### config.mk
export PLATFORM = sky130hd
export DESIGN_NAME = multichannel_moving_average
export DESIGN_NICKNAME = d
export VERILOG_FILES = /design/src/hw/rtl/mma_pkg.sv /design/src/hw/rtl/mma_divider.sv /design/src/hw/rtl/multichannel_moving_average.sv
export VERILOG_INCLUDE_DIRS = /design/src /design/src/hw/rtl
export SDC_FILE = /design/constraint.sdc
export NUM_CORES = 2
export LEC_CHECK = 0
export BUFFER_PORTS_ARGS = -buffer_cell sky130_fd_sc_hd__buf_2
export CAP_MARGIN = 20
export CORE_AREA = 2 2 556 420
export DETAILED_ROUTE_END_ITERATION = 10
export DIE_AREA = 0 0 558 422
export SYNTH_ARGS = -nofsm -noshare
export SYNTH_HDL_FRONTEND = slang
export SYNTH_HIERARCHICAL = 1
export SYNTH_SLANG_ARGS = --single-unit
### constraint.sdc
create_clock -name aclk -period 9.8 [get_ports aclk]
set_input_delay 0.49 -clock aclk [delete_from_list [all_inputs] [get_ports aclk]]
set_output_delay 0.49 -clock aclk [all_outputs]
set_load 0.01 [all_outputs]
### src/hw/rtl/multichannel_moving_average_macros.svh
// ----------------------------------------------------------------------------
// Multichannel moving average - assertion macros
// Clocked implication checks shared by the block's assertion section.
// ----------------------------------------------------------------------------
`ifndef MULTICHANNEL_MOVING_AVERAGE_MACROS_SVH
`define MULTICHANNEL_MOVING_AVERAGE_MACROS_SVH

// same-cycle implication
`define MMA_ASSERT_SAME(label, clk, rstn, ante, cons, msg) \
    label: assert property (@(posedge clk) disable iff (!rstn) (ante) |-> (cons)) \
        else $error(msg);

// next-cycle implication
`define MMA_ASSERT_NEXT(label, clk, rstn, ante, cons, msg) \
    label: assert property (@(posedge clk) disable iff (!rstn) (ante) |=> (cons)) \
        else $error(msg);

`endif

### src/hw/rtl/mma_pkg.sv
// ----------------------------------------------------------------------------
// Multichannel moving average - package
// Field widths, stream packing and shared types.
// ----------------------------------------------------------------------------
`default_nettype none

package mma_pkg;

    localparam int CHAN_W    = 3;
    localparam int SAMPLE_W  = 16;
    localparam int MV_W      = 12;
    localparam int SEEN_W    = 32;
    localparam int PROD_W    = SAMPLE_W + MV_W;
    localparam int STEP_W    = $clog2(SAMPLE_W);

    localparam int S_TDATA_W = 24;
    localparam int M_TDATA_W = 64;

    localparam logic [MV_W-1:0] FULL_SCALE_MV = MV_W'(3300);

    typedef struct packed {
        logic busy;
        logic done;
    } mma_div_stat_t;

endpackage

`default_nettype wire

### src/hw/rtl/mma_divider.sv
// ----------------------------------------------------------------------------
// Multichannel moving average - iterative divider
// Restoring divider, one quotient bit per cycle, 16-bit quotient.
// ----------------------------------------------------------------------------
`default_nettype none

module mma_divider
    import mma_pkg::*;
#(
    parameter int SUM_W = 20,
    parameter int DIV_W = 4
) (
    input  wire logic                aclk,
    input  wire logic                aresetn,
    input  wire logic                start,
    input  wire logic [SUM_W-1:0]    dividend,
    input  wire logic [DIV_W-1:0]    divisor,
    output logic      [SAMPLE_W-1:0] quotient,
    output mma_div_stat_t            stat
);

    logic                busy_reg;
    logic                done_reg;
    logic [STEP_W-1:0]   step_reg;
    logic [DIV_W-1:0]    rem_reg;
    logic [SAMPLE_W-1:0] quo_reg;
    logic [DIV_W-1:0]    dvs_reg;

    logic [DIV_W:0]      trial;
    logic [DIV_W:0]      diff;
    logic                ge;
    logic [DIV_W-1:0]    rem_next;

    assign trial    = {rem_reg, quo_reg[SAMPLE_W-1]};
    assign diff     = trial - {1'b0, dvs_reg};
    assign ge       = (trial >= {1'b0, dvs_reg});
    assign rem_next = ge ? diff[DIV_W-1:0] : trial[DIV_W-1:0];

    always_ff @(posedge aclk) begin
        if (!aresetn) begin
            busy_reg <= 1'b0;
            done_reg <= 1'b0;
            step_reg <= '0;
        end else begin
            done_reg <= !start && busy_reg && (step_reg == STEP_W'(SAMPLE_W - 1));
            if (start) begin
                busy_reg <= 1'b1;
                step_reg <= '0;
            end else if (busy_reg) begin
                step_reg <= step_reg + 1'b1;
                if (step_reg == STEP_W'(SAMPLE_W - 1)) begin
                    busy_reg <= 1'b0;
                end
            end
        end
    end

    always_ff @(posedge aclk) begin
        if (start) begin
            rem_reg <= DIV_W'(dividend >> SAMPLE_W);
            quo_reg <= dividend[SAMPLE_W-1:0];
            dvs_reg <= divisor;
        end else if (busy_reg) begin
            rem_reg <= rem_next;
            quo_reg <= {quo_reg[SAMPLE_W-2:0], ge};
        end
    end

    assign quotient  = quo_reg;
    assign stat.busy = busy_reg;
    assign stat.done = done_reg;

endmodule

`default_nettype wire

### src/hw/rtl/multichannel_moving_average.sv
// ----------------------------------------------------------------------------
// Multichannel moving average - top level
// Per-channel ring of the last WINDOW samples with running sum; reports the
// mean, the mean in millivolts, the full flag and the channel sample count.
// ----------------------------------------------------------------------------
// Order: an accepted transaction passes ring read, the 16-step shared divider,
//   multiply and scale states to m_tvalid; only then is a new one taken.
// Out-of-range channels are accepted and dropped without leaving idle.
// Reset: aresetn clears sums, positions, full flags and counters at once;
//   ring entries are not cleared and are always written before being used.
// ----------------------------------------------------------------------------
`default_nettype none

`include "multichannel_moving_average_macros.svh"

module multichannel_moving_average
    import mma_pkg::*;
#(
    parameter int CHANNELS = 6,
    parameter int WINDOW   = 10
) (
    input  wire logic                 aclk,
    input  wire logic                 aresetn,
    input  wire logic                 s_tvalid,
    output logic                      s_tready,
    // [2:0] channel, [18:3] sample, [23:19] zero
    input  wire logic [S_TDATA_W-1:0] s_tdata,
    output logic                      m_tvalid,
    input  wire logic                 m_tready,
    // [2:0] channel_out, [18:3] average, [30:19] voltage_mv,
    // [31] win_full, [63:32] samples_seen
    output logic      [M_TDATA_W-1:0] m_tdata
);

    localparam int CH_IDX_W = (CHANNELS > 1) ? $clog2(CHANNELS) : 1;
    localparam int POS_W    = (WINDOW > 1) ? $clog2(WINDOW) : 1;
    localparam int CNT_W    = $clog2(WINDOW + 1);
    localparam int SUM_W    = SAMPLE_W + CNT_W;
    localparam int DEPTH    = CHANNELS * WINDOW;
    localparam int ADDR_W   = (DEPTH > 1) ? $clog2(DEPTH) : 1;

    localparam logic [2:0] ST_IDLE  = 3'd0;
    localparam logic [2:0] ST_READ  = 3'd1;
    localparam logic [2:0] ST_DIV   = 3'd2;
    localparam logic [2:0] ST_MUL   = 3'd3;
    localparam logic [2:0] ST_SCALE = 3'd4;

    logic [2:0] state_reg;
    logic [2:0] state_next;

    logic [CHAN_W-1:0]   in_channel;
    logic [SAMPLE_W-1:0] in_sample;
    logic                in_ch_ok;
    logic [CH_IDX_W-1:0] in_idx;
    logic                accept;
    logic                wr_en;
    logic [ADDR_W-1:0]   wr_addr;

    logic [SAMPLE_W-1:0] ring_mem [DEPTH];
    logic [SAMPLE_W-1:0] ring_rd_reg;

    logic [SUM_W-1:0]    sum_reg  [CHANNELS];
    logic [POS_W-1:0]    pos_reg  [CHANNELS];
    logic                full_reg [CHANNELS];
    logic [SEEN_W-1:0]   seen_reg [CHANNELS];

    logic [CH_IDX_W-1:0] ch_reg;
    logic [CHAN_W-1:0]   chan_out_reg;
    logic [SAMPLE_W-1:0] sample_reg;

    logic                cur_full;
    logic [POS_W-1:0]    cur_pos;
    logic                wrap;
    logic [POS_W-1:0]    new_pos;
    logic                new_full;
    logic [SUM_W-1:0]    new_sum;
    logic [SEEN_W-1:0]   new_seen;
    logic [CNT_W-1:0]    divisor;
    logic                div_start;
    logic [SAMPLE_W-1:0] div_quotient;
    mma_div_stat_t       div_stat;

    logic                full_res_reg;
    logic [SEEN_W-1:0]   seen_res_reg;
    logic [SAMPLE_W-1:0] avg_reg;
    logic [PROD_W-1:0]   prod_reg;
    logic [PROD_W:0]     scale_sum;
    logic [MV_W-1:0]     mv;
    logic                out_load;

    logic                 m_tvalid_reg;
    logic [M_TDATA_W-1:0] m_tdata_reg;

    assign in_channel = s_tdata[CHAN_W-1:0];
    assign in_sample  = s_tdata[CHAN_W +: SAMPLE_W];
    assign in_ch_ok   = (int'(in_channel) < CHANNELS);
    assign in_idx     = in_ch_ok ? CH_IDX_W'(in_channel) : '0;
    assign s_tready   = (state_reg == ST_IDLE);
    assign accept     = s_tvalid && s_tready;
    assign wr_en      = accept && in_ch_ok;
    assign wr_addr    = ADDR_W'(in_idx) * ADDR_W'(WINDOW) + ADDR_W'(pos_reg[in_idx]);

    always_ff @(posedge aclk) begin
        if (wr_en) begin
            ring_rd_reg       <= ring_mem[wr_addr];
            ring_mem[wr_addr] <= in_sample;
        end
    end

    always_ff @(posedge aclk) begin
        if (wr_en) begin
            ch_reg       <= in_idx;
            chan_out_reg <= in_channel;
            sample_reg   <= in_sample;
        end
    end

    assign cur_full = full_reg[ch_reg];
    assign cur_pos  = pos_reg[ch_reg];
    assign wrap     = (cur_pos == POS_W'(WINDOW - 1));
    assign new_pos  = wrap ? '0 : cur_pos + 1'b1;
    assign new_full = cur_full | wrap;
    assign new_sum  = sum_reg[ch_reg]
                    - (cur_full ? SUM_W'(ring_rd_reg) : '0)
                    + SUM_W'(sample_reg);
    assign new_seen = seen_reg[ch_reg] + 1'b1;
    assign divisor  = new_full ? CNT_W'(WINDOW) : CNT_W'(new_pos);
    assign div_start = (state_reg == ST_READ);

    always_ff @(posedge aclk) begin
        if (!aresetn) begin
            for (int i = 0; i < CHANNELS; i++) begin
                sum_reg[i]  <= '0;
                pos_reg[i]  <= '0;
                full_reg[i] <= 1'b0;
                seen_reg[i] <= '0;
            end
        end else if (state_reg == ST_READ) begin
            sum_reg[ch_reg]  <= new_sum;
            pos_reg[ch_reg]  <= new_pos;
            full_reg[ch_reg] <= new_full;
            seen_reg[ch_reg] <= new_seen;
        end
    end

    mma_divider #(
        .SUM_W (SUM_W),
        .DIV_W (CNT_W)
    ) u_divider (
        .aclk     (aclk),
        .aresetn  (aresetn),
        .start    (div_start),
        .dividend (new_sum),
        .divisor  (divisor),
        .quotient (div_quotient),
        .stat     (div_stat)
    );

    assign scale_sum = {1'b0, prod_reg} + (PROD_W + 1)'(prod_reg >> SAMPLE_W) + 1'b1;
    assign mv        = scale_sum[SAMPLE_W +: MV_W];
    assign out_load  = (state_reg == ST_SCALE) && (!m_tvalid_reg || m_tready);

    always_ff @(posedge aclk) begin
        if (state_reg == ST_READ) begin
            full_res_reg <= new_full;
            seen_res_reg <= new_seen;
        end
        if (state_reg == ST_DIV && div_stat.done) begin
            avg_reg <= div_quotient;
        end
        if (state_reg == ST_MUL) begin
            prod_reg <= PROD_W'(avg_reg) * PROD_W'(FULL_SCALE_MV);
        end
        if (out_load) begin
            m_tdata_reg <= {seen_res_reg, full_res_reg, mv, avg_reg, chan_out_reg};
        end
    end

    always_comb begin
        state_next = state_reg;
        case (state_reg)
            ST_IDLE: begin
                if (wr_en) begin
                    state_next = ST_READ;
                end
            end
            ST_READ: begin
                state_next = ST_DIV;
            end
            ST_DIV: begin
                if (div_stat.done) begin
                    state_next = ST_MUL;
                end
            end
            ST_MUL: begin
                state_next = ST_SCALE;
            end
            ST_SCALE: begin
                if (out_load) begin
                    state_next = ST_IDLE;
                end
            end
            default: begin
                state_next = ST_IDLE;
            end
        endcase
    end

    always_ff @(posedge aclk) begin
        if (!aresetn) begin
            state_reg    <= ST_IDLE;
            m_tvalid_reg <= 1'b0;
        end else begin
            state_reg <= state_next;
            if (out_load) begin
                m_tvalid_reg <= 1'b1;
            end else if (m_tready) begin
                m_tvalid_reg <= 1'b0;
            end
        end
    end

    assign m_tvalid = m_tvalid_reg;
    assign m_tdata  = m_tdata_reg;

    `MMA_ASSERT_NEXT(a_drop_bad_channel, aclk, aresetn,
        accept && !in_ch_ok, s_tready, "out-of-range channel not dropped")
    `MMA_ASSERT_NEXT(a_good_channel_reads, aclk, aresetn,
        wr_en, state_reg == ST_READ, "accepted sample did not start ring read")
    `MMA_ASSERT_SAME(a_div_busy_while_waiting, aclk, aresetn,
        state_reg == ST_DIV && !div_stat.done, div_stat.busy,
        "divider idle while sequencer waits")
    `MMA_ASSERT_SAME(a_result_from_scale, aclk, aresetn,
        $rose(m_tvalid), $past(state_reg) == ST_SCALE, "result raised outside scale step")

endmodule

`default_nettype wire

* Yosys cells after proc, flatten, opt, wreduce, memory -nomap -nowiden
Memories as Yosys holds them, arrays and structs flattened. A register that Yosys moved wholly into a read port is not among the register bits.
Index checks and enable logic that the tools add are counted.
** Storage, ports and cells
- Register bits :: 195
- Bits in writable memories :: 1302
- Output and inout port bits :: 66
- Word-level logic and storage cells :: 102
- Memories :: 5
** Operators by class
- $add $sub $neg :: 9
- Multiply operators :: 2
- Magnitude comparators :: 2
- Eq/ne operators :: 9
- Mux-type cells :: 39
- Bitwise gates (word level) :: 2
- Reductions and logical operators :: 18
** Memory list
- ring_mem :: depth 60, width 16, read ports 1, clocked after memory_dff 1, write ports 1, line multichannel_moving_average.sv:59 : logic [SAMPLE_W-1:0] ring_mem [DEPTH];
- seen_reg :: depth 6, width 32, read ports 1, clocked after memory_dff 1, write ports 6, line multichannel_moving_average.sv:65 : logic [SEEN_W-1:0] seen_reg [CHANNELS];
- sum_reg :: depth 6, width 20, read ports 1, clocked after memory_dff 1, write ports 6, line multichannel_moving_average.sv:62 : logic [SUM_W-1:0] sum_reg [CHANNELS];
- pos_reg :: depth 6, width 4, read ports 2, clocked after memory_dff 1, write ports 6, line multichannel_moving_average.sv:63 : logic [POS_W-1:0] pos_reg [CHANNELS];
- full_reg :: depth 6, width 1, read ports 1, clocked after memory_dff 1, write ports 6, line multichannel_moving_average.sv:64 : logic full_reg [CHANNELS];
** Operator list (count)
- 16-bit 2-to-1 mux :: 3
- 3-bit 2-to-1 mux :: 12
- 32-bit by 1-bit adder with 32-bit output, second input constant :: 1
- 32-bit 2-to-1 mux :: 1
- 32-bit OR reduction :: 1
- 28-bit by 1-bit adder with 28-bit output, second input constant :: 1
- 28-bit by 12-bit adder with 28-bit output :: 1
- 16-bit by 10-bit multiplier with 26-bit output, second input constant :: 1
- 20-bit by 16-bit adder with 20-bit output :: 1
- 20-bit 2-to-1 mux :: 1
- 4-bit 2-to-1 mux :: 5
- 20-bit OR reduction :: 1
- 20-bit by 16-bit subtractor with 20-bit output :: 1
- 1-bit 2-to-1 mux :: 16
- 3-bit one-hot mux with 5 select lines :: 1
- 4-bit by 1-bit adder with 4-bit output, second input constant :: 2
- 4-bit == test, second input constant :: 2
- 6-bit by 4-bit adder with 6-bit output :: 1
- 3-bit by 2-bit == test with 1-bit output, second input constant :: 2
- 1-bit logical AND :: 6
- 5-bit by 4-bit greater-or-equal comparator with 1-bit output :: 1
- 3-bit by 3-bit multiplier with 5-bit output, second input constant :: 1
- 2-bit by 1-bit != test with 1-bit output, second input constant :: 2
- 2-bit nonzero test :: 2
- other kinds (14) :: 15

* Logic depth before layout (Yosys ltp)
- Depth in word-level cells :: 6
- Mapped depth :: 24

* Modules after synthesis
The synthesis kept the hierarchy.
** Modules (own cells, without submodules)
- multichannel_moving_average :: instances 1, cells an instance 4189, area each 67300.8 um2
- mma_divider :: instances 1, cells an instance 110, area each 1472.7 um2

* Worst setup path before layout
No wires, ideal clock.
- Path type :: flip-flop to flip-flop
- Start point :: reg state_reg[1]
- End point :: mem full_reg[6], enable pin
- Arrival time :: 7.155 ns
- Required time :: 9.328 ns
- Setup slack :: 2.173 ns
- Cell stages (with the launch flop) :: 8
- Path buffers :: 3
- Path through :: dfxtp_1 > clkbuf_1 > nor3b_1 > and2_1 > clkbuf_1 > buf_1 > nand2_1 > nor2_1
** RTL lines
- start: declaration :: line multichannel_moving_average.sv:48 : logic [2:0] state_reg;
- start signal: assignment :: line multichannel_moving_average.sv:214 : state_reg <= state_next;
- end: declaration :: line multichannel_moving_average.sv:64

==> run_results.csv <==
group,metric,value,unit
power_and_ir_drop,p_switching,4.448,mW
setup_path,endpoint_kind,"flip-flop",
yosys,synth_area,68770,um2
power_and_ir_drop,leakage,26.97,nW
clocking,post-cts-setup-buffers,0,
power_and_ir_drop,seq_power_share,48.1,%
global_routing,grt_max_degree,113,
global_routing,grt_pass1_vias,38740,
detailed_routing,vias,39480,
sta,slew_headroom,20.62,%
final_layout,fin_area,78810,um2
sta,layout_worst_path_cycle_share,62.02,%
setup_path,r2r_cells,13,
final_layout,final_common_cell,"edfxtp_1",
setup_path,rr_startpoint,"pos_reg[0][1]",
clocking,root_buffer,"clkbuf_16",
worst_hold_path,worst_hold_startpoint,"s_tdata[18]",
yosys,synth.avg_cell_area,16.00,um2
final_layout,layout_common_cells,"1612 x edfxtp_1, 416 x nor2_1, 227 x inv_1",
setup_path,crit_type,"reg2reg",
power_and_ir_drop,p_int,12.02,mW
sta,setup_tns,0,ns
final_layout,areaGrowthSynthToFinish,14.61,%
setup_path,reg2reg_slack,3.72,ns
worst_hold_path,hold_end,"ring_mem[56][15]",
clocking,path_clk_slew,0.06,ns
sta,holdWs,0.05264,ns
power_and_ir_drop,clockPowerShare,37.1,%
setup_path,cp-start-kind,"flip-flop",
clocking,postCtsResizedCells,0,
floorplan,dieArea,235500,um2
power_and_ir_drop,power_density,208.9,nW/um2
global_routing,antenna_found_initial,12,
yosys,syn_inst,4298,
placement,place_congestion,0.8570,
final_layout,layout.nets,4707,
final_layout,layout-drive-gt1-share,16.35,%
final_layout,largest_register_ff_count,960,
global_routing,grt_pass1_wl,272600,um
yosys,syn_nets,4516,
setup_path,cp.required,10.37,ns
floorplan,ioPinCount,94,
worst_hold_path,whs_path_depth,1,
clocking,cts_buffers,165,
clocking,clockBufferDepth,4,
power_and_ir_drop,comb_power_share,14.8,%
global_routing,track_usage,15.68,%
setup_path,critical_path_arrival,6.65,ns
status,status,"finished, final reports clean",
power_and_ir_drop,switching_share,27.01,%
placement,placedInstanceArea,73590,um2
floorplan,core,230300,um2
clocking,clock-sinks,1630,
detailed_routing,drt_iter0_drc,5171,
yosys,ys_warn_count,6,
flow_run,drv_cap,0,
sta,clock.fmax,164.5,MHz
setup_path,crit_fanout,74,
detailed_routing,drt_wl_total,188900,um
detailed_routing,via_per_inst,5.118,
sta,setup_viol,0,
floorplan,start_util,29.86,%
sta,period_minus_slack,6.078,ns
power_and_ir_drop,peakVddDrop,0.0001378,V
detailed_routing,post-route-drc-count,0,
sta,drv_slew,0,
clocking,ctsHtreeMaxLevel,4,
global_routing,overflow,0,
sta,hold_viol,0,
sta,worstMarginPinSlew,1.187,ns
worst_hold_path,hold_class,"in2reg",
clocking,cts_tree,"built",
sta,rsz0062_at_grt,"false",
sta,skew,0.09195,ns
floorplan,dieHeight,422,um
detailed_routing,dr.pass1.iters,8,
clocking,cts_hold_buf,0,
detailed_routing,wire_per_inst,24.49,um
setup_path,r2r-end,"ring_rd_reg[10]",
power_and_ir_drop,totalPowerFinal,16.46,mW
placement,dpl.hpwl,110200,um
placement,portBuffers,88,
final_layout,fin_util,34.22,%
floorplan,rows,153,
detailed_routing,ant_nets,0,
clocking,clock_latency,0.86,ns
floorplan,die_w,558,um
## power by group through the flow
| stage | Clock, mW | Sequential [mW] | Combinational, mW |
|---|---|---|---|
| global route | 6.48 | 7.93 | 2.58 |
| finish | 6.11 | 7.93 | 2.43 |
| global placement | 0 | 8.07 | 2.36 |
| detailed placement | 0 | 8.08 | 2.38 |
| floorplan | 0 | 8.02 | 1.46 |
| CTS | 6.21 | 7.93 | 2.39 |
## worst max-delay path, cell delays in order (launching register included)
cell      delay, ns
edfxtp_1       0.42
mux4_2         0.48
mux2_2         0.30
ha_4           0.16
inv_1          0.07
fa_4           0.91
buf_12         0.42
nand2_1        0.59
a21oi_4        0.26
a22o_1         0.28
a221oi_1       0.24
a31oi_1        0.36
or4_1          0.70
or4b_1         0.56
## layout make-up
type	count	area, um2
sequential	1630	48770
clock inverter	95	768.2
timing repair buffer	244	1765
tap	3100	3879
clock buffer	195	4327
inverter	230	864.6
fill	21780	151500
multi-input combinational	2218	18430
antenna	2	5.005
## per-stage QoR
| step | worst slack (ns) | std cells |
|---|---|---|
| after floorplan | 2.173 | 4298 |
| after global placement | 3.378 | 7414 |
| after detailed placement | 3.320 | 7416 |
| after CTS | 3.698 | 7706 |
| after global routing | 3.286 | 7712 |
| final | 3.722 | 7714 |
## metal layers
metal / up-vias / routed length [um] / GRT usage [%]
met4: 8 / 3838 / 3.502
met1: 20310 / 81210 / 23.22
met2: 1923 / 82980 / 23.20
li1: 16980 / - / -
met3: 265 / 20810 / 3.645
met5: - / 53 / 0
## worst max-delay path by stage
| stage | startpoint | endpoint | slack [ns] | cells after the start |
|---|---|---|---|---|
| after floorplan | state_reg[1] | full_reg[6] | 2.17 | 7 |
| after global placement | s_tdata[0] | ring_rd_reg[10] | 3.38 | 14 |
| after detailed placement | s_tdata[0] | ring_rd_reg[6] | 3.32 | 14 |
| after CTS | flip-flop | seen_reg[7][31] | 3.70 | 10 |
| after global routing | flip-flop | seen_reg[6][31] | 3.29 | 10 |
| final | pos_reg[0][1] | ring_rd_reg[10] | 3.72 | 13 |
(Power assumes the default switching activity.)
